## src/rtl/dfm_pkg.sv

```systemverilog
// Shared types, codes and constants for the deauth frame monitor.
// No dependencies; used by dfm_engine, deauth_frame_monitor_core and the bench.
package dfm_pkg;

   localparam int LOG_DEPTH_DEFAULT = 32;

   typedef enum logic [1:0] {
      CMD_FRAME   = 2'd0,
      CMD_TICK    = 2'd1,
      CMD_DISMISS = 2'd2,
      CMD_READ    = 2'd3
   } cmd_type;

   // configuration register indexes
   localparam logic [1:0] CSR_UPDATE_INTERVAL = 2'd0;
   localparam logic [1:0] CSR_HOP_INTERVAL    = 2'd1;
   localparam logic [1:0] CSR_SPIKE_THRESHOLD = 2'd2;
   localparam logic [1:0] CSR_AUTO_HOP        = 2'd3;

   localparam logic [15:0] UPDATE_INTERVAL_RESET = 16'd1000;
   localparam logic [15:0] HOP_INTERVAL_RESET    = 16'd500;
   localparam logic [15:0] SPIKE_THRESHOLD_RESET = 16'd10;
   localparam logic        AUTO_HOP_RESET        = 1'b1;

   localparam logic [15:0] MIN_HDR_LEN   = 16'd24;
   localparam logic [1:0]  TYPE_MGMT     = 2'b00;
   localparam logic [3:0]  SUB_DEAUTH    = 4'hC;
   localparam logic [3:0]  SUB_DISASSOC  = 4'hA;
   localparam logic [3:0]  FIRST_CHANNEL = 4'd1;
   localparam logic [3:0]  LAST_CHANNEL  = 4'd13;
   localparam logic [15:0] TIMER_MAX     = 16'hFFFF;

   typedef struct packed {
      logic              kind;         // 0 deauth, 1 disassoc
      logic [47:0]       transmitter;
      logic [47:0]       receiver;
      logic signed [7:0] rssi;
   } log_entry_type;

   // state after one transaction, as handed to the result register
   typedef struct packed {
      logic        alert;
      logic [31:0] spike_total;
      logic [31:0] frames_seen;
      logic [31:0] deauth_seen;
      logic [31:0] disassoc_seen;
      logic [5:0]  log_fill;
      logic [3:0]  channel;
      logic        entry_hit;      // read of a non-empty log
   } status_type;

endpackage

```

## src/rtl/dfm_ram.sv

```systemverilog
// Generic single-write, single-read RAM with registered read data.
// No dependencies.
module dfm_ram #(
   parameter int WIDTH = 8,
   parameter int DEPTH = 32
) (
   input  logic                     clock,
   input  logic                     wr_en,
   input  logic [$clog2(DEPTH)-1:0] wr_addr,
   input  logic [WIDTH-1:0]         wr_data,
   input  logic                     rd_en,
   input  logic [$clog2(DEPTH)-1:0] rd_addr,
   output logic [WIDTH-1:0]         rd_data
);

   logic [WIDTH-1:0] mem_ff [DEPTH];
   logic [WIDTH-1:0] rd_data_ff;

   always_ff @(posedge clock) begin
      if (wr_en) begin
         mem_ff[wr_addr] <= wr_data;
      end
      if (rd_en) begin
         rd_data_ff <= mem_ff[rd_addr];
      end
   end

   assign rd_data = rd_data_ff;

endmodule

```

## src/rtl/dfm_engine.sv

```systemverilog
// Monitor state, configuration registers and event log for one transaction
// per cycle. Depends on dfm_pkg and dfm_ram.
module dfm_engine #(
   parameter int LOG_DEPTH = dfm_pkg::LOG_DEPTH_DEFAULT
) (
   input  logic                  clock,
   input  logic                  reset,
   input  logic                  csr_write_enable,
   input  logic [1:0]            csr_index,
   input  logic [15:0]           csr_write_data,
   input  logic                  fire,
   input  dfm_pkg::cmd_type      cmd,
   input  logic [7:0]            frame_control,
   input  logic [15:0]           frame_length,
   input  logic [47:0]           receiver_address,
   input  logic [47:0]           transmitter_address,
   input  logic signed [7:0]     signal_strength,
   input  logic [4:0]            log_position,
   output dfm_pkg::status_type   status,
   output dfm_pkg::log_entry_type entry
);

   localparam int AW = $clog2(LOG_DEPTH);
   localparam int FW = $clog2(LOG_DEPTH + 1);
   localparam int PW = (FW > 5) ? FW : 5;

   logic [15:0] upd_iv_ff, hop_iv_ff, thr_ff;
   logic        auto_hop_ff;

   logic [31:0]   frames_ff, frames_in;
   logic [31:0]   deauth_ff, deauth_in;
   logic [31:0]   disassoc_ff, disassoc_in;
   logic [31:0]   interval_ff, interval_in;
   logic [31:0]   spike_ff, spike_in;
   logic          alert_ff, alert_in;
   logic [AW-1:0] head_ff, head_in;
   logic [FW-1:0] fill_ff, fill_in;
   logic [3:0]    channel_ff, channel_in;
   logic [15:0]   hop_el_ff, hop_el_in;
   logic [15:0]   upd_el_ff, upd_el_in;

   logic          is_mgmt, is_deauth, is_disassoc, log_write;
   logic [15:0]   hop_sat, upd_sat;
   logic [3:0]    channel_next;
   logic [AW-1:0] head_next;
   logic [PW-1:0] pos_ext, fill_ext, pos_clamp;
   logic [AW:0]   slot_sum;
   logic [AW-1:0] rd_slot;
   dfm_pkg::log_entry_type wr_entry;

   // frame classification
   assign is_mgmt     = (frame_length >= dfm_pkg::MIN_HDR_LEN) &&
                        (frame_control[3:2] == dfm_pkg::TYPE_MGMT);
   assign is_deauth   = is_mgmt && (frame_control[7:4] == dfm_pkg::SUB_DEAUTH);
   assign is_disassoc = is_mgmt && (frame_control[7:4] == dfm_pkg::SUB_DISASSOC);
   assign log_write   = fire && (cmd == dfm_pkg::CMD_FRAME) && (is_deauth || is_disassoc);

   assign hop_sat = (hop_el_ff == dfm_pkg::TIMER_MAX) ? hop_el_ff : hop_el_ff + 16'd1;
   assign upd_sat = (upd_el_ff == dfm_pkg::TIMER_MAX) ? upd_el_ff : upd_el_ff + 16'd1;
   assign channel_next = (channel_ff == dfm_pkg::LAST_CHANNEL) ? dfm_pkg::FIRST_CHANNEL
                                                               : channel_ff + 4'd1;
   assign head_next = (head_ff == AW'(LOG_DEPTH - 1)) ? '0 : head_ff + AW'(1);

   // newest-first slot: head - 1 - pos, modulo depth, position clamped to fill - 1
   assign pos_ext   = PW'(log_position);
   assign fill_ext  = PW'(fill_ff);
   assign pos_clamp = (pos_ext >= fill_ext) ? fill_ext - PW'(1) : pos_ext;
   assign slot_sum  = {1'b0, head_ff} + (AW+1)'(LOG_DEPTH - 1) - {1'b0, pos_clamp[AW-1:0]};
   assign rd_slot   = (slot_sum >= (AW+1)'(LOG_DEPTH)) ?
                      AW'(slot_sum - (AW+1)'(LOG_DEPTH)) : slot_sum[AW-1:0];

   always_comb begin
      frames_in   = frames_ff;
      deauth_in   = deauth_ff;
      disassoc_in = disassoc_ff;
      interval_in = interval_ff;
      spike_in    = spike_ff;
      alert_in    = alert_ff;
      head_in     = head_ff;
      fill_in     = fill_ff;
      channel_in  = channel_ff;
      hop_el_in   = hop_el_ff;
      upd_el_in   = upd_el_ff;
      if (fire) begin
         case (cmd)
            dfm_pkg::CMD_FRAME: begin
               if (is_mgmt) begin
                  frames_in = frames_ff + 32'd1;
               end
               if (is_deauth) begin
                  deauth_in   = deauth_ff + 32'd1;
                  interval_in = interval_ff + 32'd1;
               end
               if (is_disassoc) begin
                  disassoc_in = disassoc_ff + 32'd1;
               end
               if (is_deauth || is_disassoc) begin
                  head_in = head_next;
                  if (fill_ff < FW'(LOG_DEPTH)) begin
                     fill_in = fill_ff + FW'(1);
                  end
               end
            end
            dfm_pkg::CMD_TICK: begin
               hop_el_in = hop_sat;
               upd_el_in = upd_sat;
               // timers keep running while alerting; hop and check are held off
               if (!alert_ff) begin
                  if (auto_hop_ff && (hop_sat >= hop_iv_ff)) begin
                     channel_in = channel_next;
                     hop_el_in  = '0;
                  end
                  if (upd_sat >= upd_iv_ff) begin
                     upd_el_in   = '0;
                     interval_in = '0;
                     if (interval_ff >= {16'd0, thr_ff}) begin
                        spike_in = interval_ff;
                        alert_in = 1'b1;
                     end
                  end
               end
            end
            dfm_pkg::CMD_DISMISS: begin
               alert_in = 1'b0;
            end
            default: begin
            end
         endcase
      end
   end

   always_ff @(posedge clock) begin
      if (reset) begin
         frames_ff   <= '0;
         deauth_ff   <= '0;
         disassoc_ff <= '0;
         interval_ff <= '0;
         spike_ff    <= '0;
         alert_ff    <= 1'b0;
         head_ff     <= '0;
         fill_ff     <= '0;
         channel_ff  <= dfm_pkg::FIRST_CHANNEL;
         hop_el_ff   <= '0;
         upd_el_ff   <= '0;
      end else begin
         frames_ff   <= frames_in;
         deauth_ff   <= deauth_in;
         disassoc_ff <= disassoc_in;
         interval_ff <= interval_in;
         spike_ff    <= spike_in;
         alert_ff    <= alert_in;
         head_ff     <= head_in;
         fill_ff     <= fill_in;
         channel_ff  <= channel_in;
         hop_el_ff   <= hop_el_in;
         upd_el_ff   <= upd_el_in;
      end
   end

   always_ff @(posedge clock) begin
      if (reset) begin
         upd_iv_ff   <= dfm_pkg::UPDATE_INTERVAL_RESET;
         hop_iv_ff   <= dfm_pkg::HOP_INTERVAL_RESET;
         thr_ff      <= dfm_pkg::SPIKE_THRESHOLD_RESET;
         auto_hop_ff <= dfm_pkg::AUTO_HOP_RESET;
      end else if (csr_write_enable) begin
         case (csr_index)
            dfm_pkg::CSR_UPDATE_INTERVAL: upd_iv_ff   <= csr_write_data;
            dfm_pkg::CSR_HOP_INTERVAL:    hop_iv_ff   <= csr_write_data;
            dfm_pkg::CSR_SPIKE_THRESHOLD: thr_ff      <= csr_write_data;
            dfm_pkg::CSR_AUTO_HOP:        auto_hop_ff <= csr_write_data[0];
            default: begin
            end
         endcase
      end
   end

   assign wr_entry.kind        = is_disassoc;
   assign wr_entry.transmitter = transmitter_address;
   assign wr_entry.receiver    = receiver_address;
   assign wr_entry.rssi        = signal_strength;

   dfm_ram #(
      .WIDTH ($bits(dfm_pkg::log_entry_type)),
      .DEPTH (LOG_DEPTH)
   ) u_log_ram (
      .clock   (clock),
      .wr_en   (log_write),
      .wr_addr (head_ff),
      .wr_data (wr_entry),
      .rd_en   (fire),
      .rd_addr (rd_slot),
      .rd_data (entry)
   );

   assign status.alert         = alert_in;
   assign status.spike_total   = spike_in;
   assign status.frames_seen   = frames_in;
   assign status.deauth_seen   = deauth_in;
   assign status.disassoc_seen = disassoc_in;
   assign status.log_fill      = 6'(fill_in);
   assign status.channel       = channel_in;
   assign status.entry_hit     = (cmd == dfm_pkg::CMD_READ) && (fill_ff != '0);

   a_fill_bound: assert property (@(posedge clock) disable iff (reset)
      fill_ff <= FW'(LOG_DEPTH))
      else $error("log fill above depth");

   a_channel_range: assert property (@(posedge clock) disable iff (reset)
      (channel_ff >= dfm_pkg::FIRST_CHANNEL) && (channel_ff <= dfm_pkg::LAST_CHANNEL))
      else $error("channel out of range");

   a_no_hop_alerting: assert property (@(posedge clock) disable iff (reset)
      (fire && (cmd == dfm_pkg::CMD_TICK) && alert_ff) |=> (channel_ff == $past(channel_ff)))
      else $error("channel hopped while alert latched");

   a_dismiss_clears: assert property (@(posedge clock) disable iff (reset)
      (fire && (cmd == dfm_pkg::CMD_DISMISS)) |=> !alert_ff)
      else $error("alert still set after dismiss");

endmodule

```

## src/rtl/deauth_frame_monitor_core.sv

```systemverilog
// Top level of the deauth frame monitor: input register, result register and
// handshake. Depends on dfm_pkg and dfm_engine.
//
//   port group | direction | handshake                 | contents
//   req_*      | in        | req_valid / req_stall     | frame, tick, dismiss, log read
//   rsp_*      | out       | rsp_valid / rsp_stall     | counters, alert, channel, entry
//   csr_*      | in        | csr_write_enable          | interval, threshold, hop regs
//
// One transaction per cycle sustained while rsp_stall is low; a result is offered once its
// request has passed the input register, then the result register and log RAM read.
// The log RAM read port is registered together with the result register.
// A stalled result holds while the input register still takes one more request.
// Reset is synchronous, active high; the log contents are not cleared.
module deauth_frame_monitor_core #(
   parameter int LOG_DEPTH = dfm_pkg::LOG_DEPTH_DEFAULT
) (
   input  logic               clock,
   input  logic               reset,
   input  logic               csr_write_enable,
   input  logic [1:0]         csr_index,
   input  logic [15:0]        csr_write_data,
   input  logic               req_valid,
   output logic               req_stall,
   input  logic [1:0]         req_cmd,
   input  logic [7:0]         req_frame_control,
   input  logic [15:0]        req_frame_length,
   input  logic [47:0]        req_receiver_address,
   input  logic [47:0]        req_transmitter_address,
   input  logic signed [7:0]  req_signal_strength,
   input  logic [4:0]         req_log_position,
   output logic               rsp_valid,
   input  logic               rsp_stall,
   output logic               rsp_alert,
   output logic [31:0]        rsp_spike_total,
   output logic [31:0]        rsp_frames_seen,
   output logic [31:0]        rsp_deauth_seen,
   output logic [31:0]        rsp_disassoc_seen,
   output logic [5:0]         rsp_log_fill,
   output logic [3:0]         rsp_channel,
   output logic               rsp_entry_kind,
   output logic [47:0]        rsp_entry_transmitter,
   output logic [47:0]        rsp_entry_receiver,
   output logic signed [7:0]  rsp_entry_rssi
);

   logic                   req_valid_ff, req_valid_in;
   dfm_pkg::cmd_type       cmd_ff;
   logic [7:0]             fc_ff;
   logic [15:0]            len_ff;
   logic [47:0]            rx_ff, tx_ff;
   logic signed [7:0]      rssi_ff;
   logic [4:0]             pos_ff;
   logic                   rsp_valid_ff, rsp_valid_in;
   dfm_pkg::status_type    status_ff;
   dfm_pkg::status_type    status;
   dfm_pkg::log_entry_type entry;
   logic                   accept, advance;

   // the input register moves on when the result register is free or draining
   assign advance      = req_valid_ff && (!rsp_valid_ff || !rsp_stall);
   assign req_stall    = req_valid_ff && !advance;
   assign accept       = req_valid && !req_stall;
   assign req_valid_in = accept || (req_valid_ff && !advance);
   assign rsp_valid_in = advance || (rsp_valid_ff && rsp_stall);

   always_ff @(posedge clock) begin
      if (reset) begin
         req_valid_ff <= 1'b0;
         rsp_valid_ff <= 1'b0;
      end else begin
         req_valid_ff <= req_valid_in;
         rsp_valid_ff <= rsp_valid_in;
      end
   end

   always_ff @(posedge clock) begin
      if (accept) begin
         cmd_ff  <= dfm_pkg::cmd_type'(req_cmd);
         fc_ff   <= req_frame_control;
         len_ff  <= req_frame_length;
         rx_ff   <= req_receiver_address;
         tx_ff   <= req_transmitter_address;
         rssi_ff <= req_signal_strength;
         pos_ff  <= req_log_position;
      end
      if (advance) begin
         status_ff <= status;
      end
   end

   dfm_engine #(
      .LOG_DEPTH (LOG_DEPTH)
   ) u_engine (
      .clock               (clock),
      .reset               (reset),
      .csr_write_enable    (csr_write_enable),
      .csr_index           (csr_index),
      .csr_write_data      (csr_write_data),
      .fire                (advance),
      .cmd                 (cmd_ff),
      .frame_control       (fc_ff),
      .frame_length        (len_ff),
      .receiver_address    (rx_ff),
      .transmitter_address (tx_ff),
      .signal_strength     (rssi_ff),
      .log_position        (pos_ff),
      .status              (status),
      .entry               (entry)
   );

   assign rsp_valid             = rsp_valid_ff;
   assign rsp_alert             = status_ff.alert;
   assign rsp_spike_total       = status_ff.spike_total;
   assign rsp_frames_seen       = status_ff.frames_seen;
   assign rsp_deauth_seen       = status_ff.deauth_seen;
   assign rsp_disassoc_seen     = status_ff.disassoc_seen;
   assign rsp_log_fill          = status_ff.log_fill;
   assign rsp_channel           = status_ff.channel;
   // entry fields read as zero unless this transaction read a non-empty log
   assign rsp_entry_kind        = status_ff.entry_hit ? entry.kind : 1'b0;
   assign rsp_entry_transmitter = status_ff.entry_hit ? entry.transmitter : 48'd0;
   assign rsp_entry_receiver    = status_ff.entry_hit ? entry.receiver : 48'd0;
   assign rsp_entry_rssi        = status_ff.entry_hit ? entry.rssi : 8'sd0;

endmodule

```

## config.mk

```make
export PLATFORM = sky130hd
export DESIGN_NAME = deauth_frame_monitor_core
export DESIGN_NICKNAME = d
export VERILOG_FILES = /design/src/rtl/dfm_pkg.sv /design/src/rtl/dfm_ram.sv /design/src/rtl/dfm_engine.sv /design/src/rtl/deauth_frame_monitor_core.sv
export SDC_FILE = /design/constraint.sdc
export NUM_CORES = 2
export LEC_CHECK = 0
export BUFFER_PORTS_ARGS = -buffer_cell sky130_fd_sc_hd__buf_2
export CAP_MARGIN = 20
export CORE_AREA = 2 2 669 671
export DETAILED_ROUTE_END_ITERATION = 12
export DIE_AREA = 0 0 671 673
export PLACE_DENSITY_LB_ADDON = 0.3
export SLEW_MARGIN = 20
export SYNTH_ARGS = -nofsm -noshare
export SYNTH_HDL_FRONTEND = slang
export SYNTH_SLANG_ARGS = --single-unit
```

## constraint.sdc

```tcl
create_clock -name clock -period 17 [get_ports clock]
set_input_delay 4.25 -clock clock [delete_from_list [all_inputs] [get_ports clock]]
set_output_delay 4.25 -clock clock [all_outputs]
set_load 0.1 [all_outputs]
```

# Yosys cells after proc, flatten, opt, wreduce, memory -nomap -nowiden
# Memories as Yosys holds them, arrays and structs flattened. A register that Yosys moved wholly into a read port is not among the register bits.
# Index checks and enable logic that the tools add are counted.
[totals]
register_bits = 534
ramBits = 3360
in_bits = 158
output_inout_bits = 246
elab_cells = 146
mem_count = 1
[mem_list]
columns = ["name", "words", "width", "read_ports", "rd_ports_with_merged_regs", "write_ports", "line", "source"]
rows = [
  ["u_engine.u_log_ram.mem_ff", 32, 105, 1, 1, 1, "dfm_ram.sv:16", "logic [WIDTH-1:0] mem_ff [DEPTH];"],
]
[classes]
add_sub_neg = 13
order_cmp = 7
eq_ne = 15
muxes = 47
reduce_logical = 31
[op_table]
columns = ["operator", "count"]
rows = [
  ["32-bit two-way mux", 17],
  ["32-bit by 1-bit adder with 32-bit output (second input constant)", 4],
  ["16-bit two-way mux", 6],
  ["48-bit two-way mux", 2],
  ["32-bit case mux with 2 select lines", 1],
  ["16-bit by 1-bit adder with 16-bit output (second input constant)", 2],
  ["16-bit equality test (second input constant)", 2],
  ["16-bit >= comparator", 2],
  ["32-bit by 16-bit >= comparator with 1-bit output", 1],
  ["6-bit two-way mux", 4],
  ["4-bit two-way mux", 5],
  ["16-bit by 5-bit >= comparator with 1-bit output (second input constant)", 1],
  ["5-bit two-way mux", 3],
  ["4-bit equality test (second input constant)", 3],
  ["1-bit logical AND", 11],
  ["2-bit AND reduction", 5],
  ["5-bit by 1-bit subtractor with 5-bit output (second input constant)", 2],
  ["2-bit equality test (second input constant)", 4],
  ["8-bit two-way mux", 1],
  ["1-bit two-way mux", 7],
  ["5-bit by 5-bit adder with 6-bit output (second input constant)", 1],
  ["6-bit by 1-bit adder with 6-bit output (second input constant)", 1],
  ["5-bit by 6-bit >= comparator with 1-bit output", 1],
  ["6-bit >= comparator (second input constant)", 1],
  ["other kinds (16)", 26],
]

# Longest topological paths before layout
[depth]
depth_word = 8
depth_mapped = 18
mapped_depth_nobuf = 15

# Hierarchy
# A second synthesis with hierarchy kept.
[hier_totals]
cells_unflattened = 8350
area_unflattened_um2 = 155116.3
[by_module_without_submodules]
columns = ["mod", "n_inst", "cells_each", "area_per_inst_um2", "seq_area_each_um2"]
rows = [
  ["dfm_ram", 1, 6119, 130609.0, 104049.8],
  ["dfm_engine", 1, 1692, 14386.3, 5144.9],
  ["deauth_frame_monitor_core", 1, 539, 10121.0, 8298.0],
]

# Worst setup path after synthesis
# Ideal clock, no wire load.
[synth_timing]
kind = "in2reg"
start = "input rsp_stall"
end = "memory u_engine.u_log_ram.mem_ff[31][0] (netlist name), enable pin"
setup_time_ns = 0.570
t_arrival_ns = 14.290
required_time_ns = 16.430
path_slack_ns = 2.140
stages = 6
path_buffers = 0
path_cell_list = "a21boi_4 > nand3_4 > nor2_1 > o21a_1 > nand2_1 > nor2_1"
[synth_via]
elab_chain_cells = 7
[synth_rtl]
columns = ["item", "line", "source"]
rows = [
  ["from (decl)", "deauth_frame_monitor_core.sv:32", "input logic rsp_stall,"],
  ["1-bit logical NOT", "deauth_frame_monitor_core.sv:60", "assign advance = req_valid_ff && (!rsp_valid_ff || !rsp_stall);"],
  ["1-bit logical OR", "deauth_frame_monitor_core.sv:60", ""],
  ["1-bit logical AND", "deauth_frame_monitor_core.sv:60", ""],
  ["1-bit logical AND (2 in series)", "dfm_engine.sv:56", "assign log_write = fire && (cmd == dfm_pkg::CMD_FRAME) && (is_deauth || is_disassoc);"],
  ["1-bit two-way mux", "dfm_ram.sv:20", "if (wr_en) begin"],
  ["1-bit two-way mux (implied by the code)", "dfm_ram.sv:21", "mem_ff[wr_addr] <= wr_data;"],
  ["to (decl)", "dfm_ram.sv:16", ""],
]
# Every way passes these cells.

# Worst setup path in the final report
[layout_timing]
start = "input rsp_stall"
end = "output req_stall"
[layout_via]
elab_chain_cells = 5
[layout_rtl]
columns = ["item", "line", "source"]
rows = [
  ["1-bit logical NOT", "deauth_frame_monitor_core.sv:60", ""],
  ["1-bit logical OR", "deauth_frame_monitor_core.sv:60", ""],
  ["1-bit logical AND", "deauth_frame_monitor_core.sv:60", ""],
  ["1-bit logical NOT", "deauth_frame_monitor_core.sv:61", "assign req_stall = req_valid_ff && !advance;"],
  ["1-bit logical AND", "deauth_frame_monitor_core.sv:61", ""],
  ["to (decl)", "deauth_frame_monitor_core.sv:23", "output logic req_stall,"],
]
# Every way passes these cells.

==> run summary <==
Post-Layout Cell Count -> 14,500
Tcrit/Tclk final -> 0.549
Die ar. -> 452,000 um2
Setup crit start kind -> input pin
DRT iter0 DRCs -> 7,928
R2R Setup Slk -> 9.69 ns
Max_slew headroom -> 0.230
Switch share -> 0.224
Crit Path Max Fanout -> 3
Worst VDD drop -> 0.0817 mV
Post-DP HPWL -> 194,000 um
DRC -> 0
CP Capture Type -> output port
Placed cells -> 13,800
Antenna-violating nets left -> 0
# H-tree levels -> 5
Min-delay worst type -> reg -> reg
Routability cong. -> 0.778
Area contributors post-synth -> edfxtp_1 (72%), mux4_2 (12%), dfxtp_1 (3.3%)
Synth async-reset ratio -> 0
Total track usage -> 0.167
Clk slew on worst S/H paths -> 0.06 ns
CTS Buf Count -> 408
Overflow after GRT -> 0
Sequential area share after synthesis -> 0.757
Top FF cell, synth -> edfxtp_1
Total I/O pin count -> 404
Pin count of the biggest net entering global routing -> 109
Setup ws final -> 7.66 ns
Drt total wl -> 386,000 um
F_max -> 0.107 GHz
Leakage -> 55.6 nW
EDFF count, synth -> 3,735
Critical path buffer and inverter count -> 2
# hold bufs at CTS -> 0
Layout Skew -> 0.0731 ns
Final nets -> 8,484
First-pass GRT wire length -> 552,000 um
Max_cap viols -> 0
Final setup violation count -> 0
Power per cell area -> 118 nW/um2
Post-synth top area share -> 0.723
CTS Buffer Depth -> 4
Ys Warns -> 0
Clock Root Buffer -> clkbuf_16
Combinational power share -> 0.062
Seq pwr share -> 0.526
WP data required -> 12.75 ns
Die Ht -> 673 um
CP delay by family, top -> buffers and inverters
Number of synthesized register bits -> 3,994
Core Region -> 444,000 um2
Setup bufs post-CTS -> 0
Clock share of power -> 0.413
Vias per Instance -> 5.20
Syn Nets -> 8,043
Die Span X -> 671 um
Layout cell share with drive strength beyond 1 -> 0.253
IO Port Bufs -> 398
Synthesized area -> 155,000 um2
CP Class -> in -> out
Pint -> 0.0162 W
Clk_lat worst skew -> 0.97 ns
Post-synth top area cell -> edfxtp_1
Routed len/inst -> 26.6 um
Final Hold Viols -> 0
Num Clock Sinks -> 3,994
Cell Chain, Critical Path -> buf_2, and3_1, buf_2
Vias in the first global route -> 77,800
Dpl cell area -> 164,000 um2
Drt pass-1 iters -> 7
Setup tns final -> 0 ns
Slew Viols, Final -> 0
Starting Density -> 0.349
RSZ-0062 raised after global routing -> no
Vias -> 75,500
# fillers -> 39,400
Synth cell types -> 87
Psw -> 0.00467 W
Syn_area_per_cell -> 19.9 um2
Setup slack at placement -> 7.66 ns
Row count -> 245
Area growth syn-to-layout -> 13.9%
Hold_ws -> 0.457 ns
Commonest non-fill, non-tap cell in the layout -> edfxtp_1
Status -> completed
Design area -> 177,000 um2
Worst path most repeated cell -> buf_2
Min Tclk post-route -> 9.34 ns
Cells after synthesis -> 7,811
Crit path max-delay cell type -> buf_2
CP peak stage delay -> 0.47 ns
Initial antenna violation count -> 28
Commonest cells after routing, fill and taps aside -> edfxtp_1 (3,735), mux4_2 (840), clkbuf_16 (417), buf_2 (398), a21oi_1 (313)
Worst Path Arrival -> 5.09 ns
CTS tree -> built
Slew @ Worst Pin -> 1.16 ns
Quantity of gates resized following cts -> 0
-- worst register-to-register path, stage by stage, from the launching register on --
cell and delay [ns]:
dfxtp_1 0.44, inv_1 0.11, ha_1 0.30, a21oi_1 0.13, o21ai_0 0.17, a31oi_4 0.31, a21oi_1 0.23, ha_4 0.23
fa_4 1.37, buf_4 0.77, buf_4 0.80, buf_4 0.94, mux4_2 0.42, nor2b_1 0.14, a211oi_1 0.25, a21oi_1 0.11
nand2_1 0.12, o21ai_0 0.19
-- state kept, by name, summed over array words and instances, names as in the netlist, 6 cells and up --
name and flops:
rsp_log_fill 6, u_engine.thr_ff 16, u_engine.fill_ext 6, u_engine.frames_ff 32, tx_ff 48, u_engine.deauth_ff 32
rx_ff 48, rsp_deauth_seen 32, u_engine.disassoc_ff 32, rsp_spike_total 32, rssi_ff 8, u_engine.hop_el_ff 16
rsp_frames_seen 32, rsp_disassoc_seen 32, u_engine.hop_iv_ff 16, u_engine.u_log_ram.rd_data 105, fc_ff 6, u_engine.upd_el_ff 16
u_engine.upd_iv_ff 16, u_engine.interval_ff 32, len_ff 13, u_engine.u_log_ram.mem_ff 3360, u_engine.spike_ff 32
-- cell families (layout without fill, tap and decap cells) --
| group | Yosys count | count (layout) | share of synthesized area |
|---|---|---|---|
| simple gates | 1158 | 1158 | 0.0389 |
| xor+xnor | 131 | 131 | 0.00740 |
| mux | 1200 | 1200 | 0.147 |
| flops | 3994 | 3994 | 0.757 |
| other cells | 0 | 22 | 0 |
| fa+ha+maj | 74 | 74 | 0.00602 |
| compound gates | 656 | 656 | 0.0250 |
| buf+inv | 598 | 1365 | 0.0189 |
-- synth_stat cells, drive strengths merged (10+ instances only) --
cell / instances
xnor2: 84
clkbuf: 241
and3: 37
nor2b: 111
or4: 11
mux2i: 216
o211ai: 16
or2: 10
buf: 278
a21oi: 313
ha: 73
xor2: 47
nor2: 229
nand3: 75
and2: 245
or3: 25
nor3: 29
inv: 79
nand4: 38
mux4: 840
nand2: 297
mux2: 144
a211oi: 107
and4: 10
nor4: 13
o21ai: 149
a31oi: 19
edfxtp: 3735
dfxtp: 259
a22o: 11
-- area by class of cell --
cell class	instances	area [um2]	share of cell area
Sequential cell	3994	117000	0.664
Multi-Input combinational cell	3219	35100	0.199
Clock buffer	523	10900	0.0616
Tap cell	5928	7420	0.0420
Timing Repair Buffer	550	3560	0.0201
Clock inverter	213	1900	0.0108
Inverter	79	298	0.00169
Antenna cell	22	55.1	0.000312
-- power groups by stage --
stage	Clock (W)	Combinational (W)	Sequential, W
3_3_place_gp	0	0.00131	0.0112
4_1_cts	0.00879	0.00131	0.0110
3_5_place_dp	0	0.00130	0.0112
2_1_floorplan	0	0.00100	0.0111
6_report	0.00860	0.00128	0.0110
5_1_grt	0.00916	0.00138	0.0110
-- final timing paths --
path	from	to	cells after the start
setup / recovery	rsp_stall	req_stall	3
setup reg to reg	u_engine.fill_ext[2]$_SDFF_PP0_	u_engine.u_log_ram.rd_data[67]$_DFFE_PP_	17
hold reg to reg	u_engine.thr_ff[12]$_SDFFE_PP0P_	u_engine.thr_ff[12]$_SDFFE_PP0P_	2
hold / removal	u_engine.thr_ff[12]$_SDFFE_PP0P_	u_engine.thr_ff[12]$_SDFFE_PP0P_	2
-- routing by layer --
metal / track usage / share of wire / vias to the layer above
li1: - / - / 32300
met1: 0.232 / 0.43 / 40400
met2: 0.279 / 0.49 / 2370
met3: 0.0209 / 0.058 / 523
met4: 0.0412 / 0.023 / 2
met5: 0 / 0.000026 / -
-- per-stage QoR --
stage,utilization,power [W]
4_1_cts,0.397,0.0211
5_1_grt,0.398,0.0215
3_3_place_gp,0.368,0.0125
2_1_floorplan,-,0.0121
3_5_place_dp,0.368,0.0125
6_report,0.398,0.0208
No activity file was read; power rests on OpenSTA's default activity.
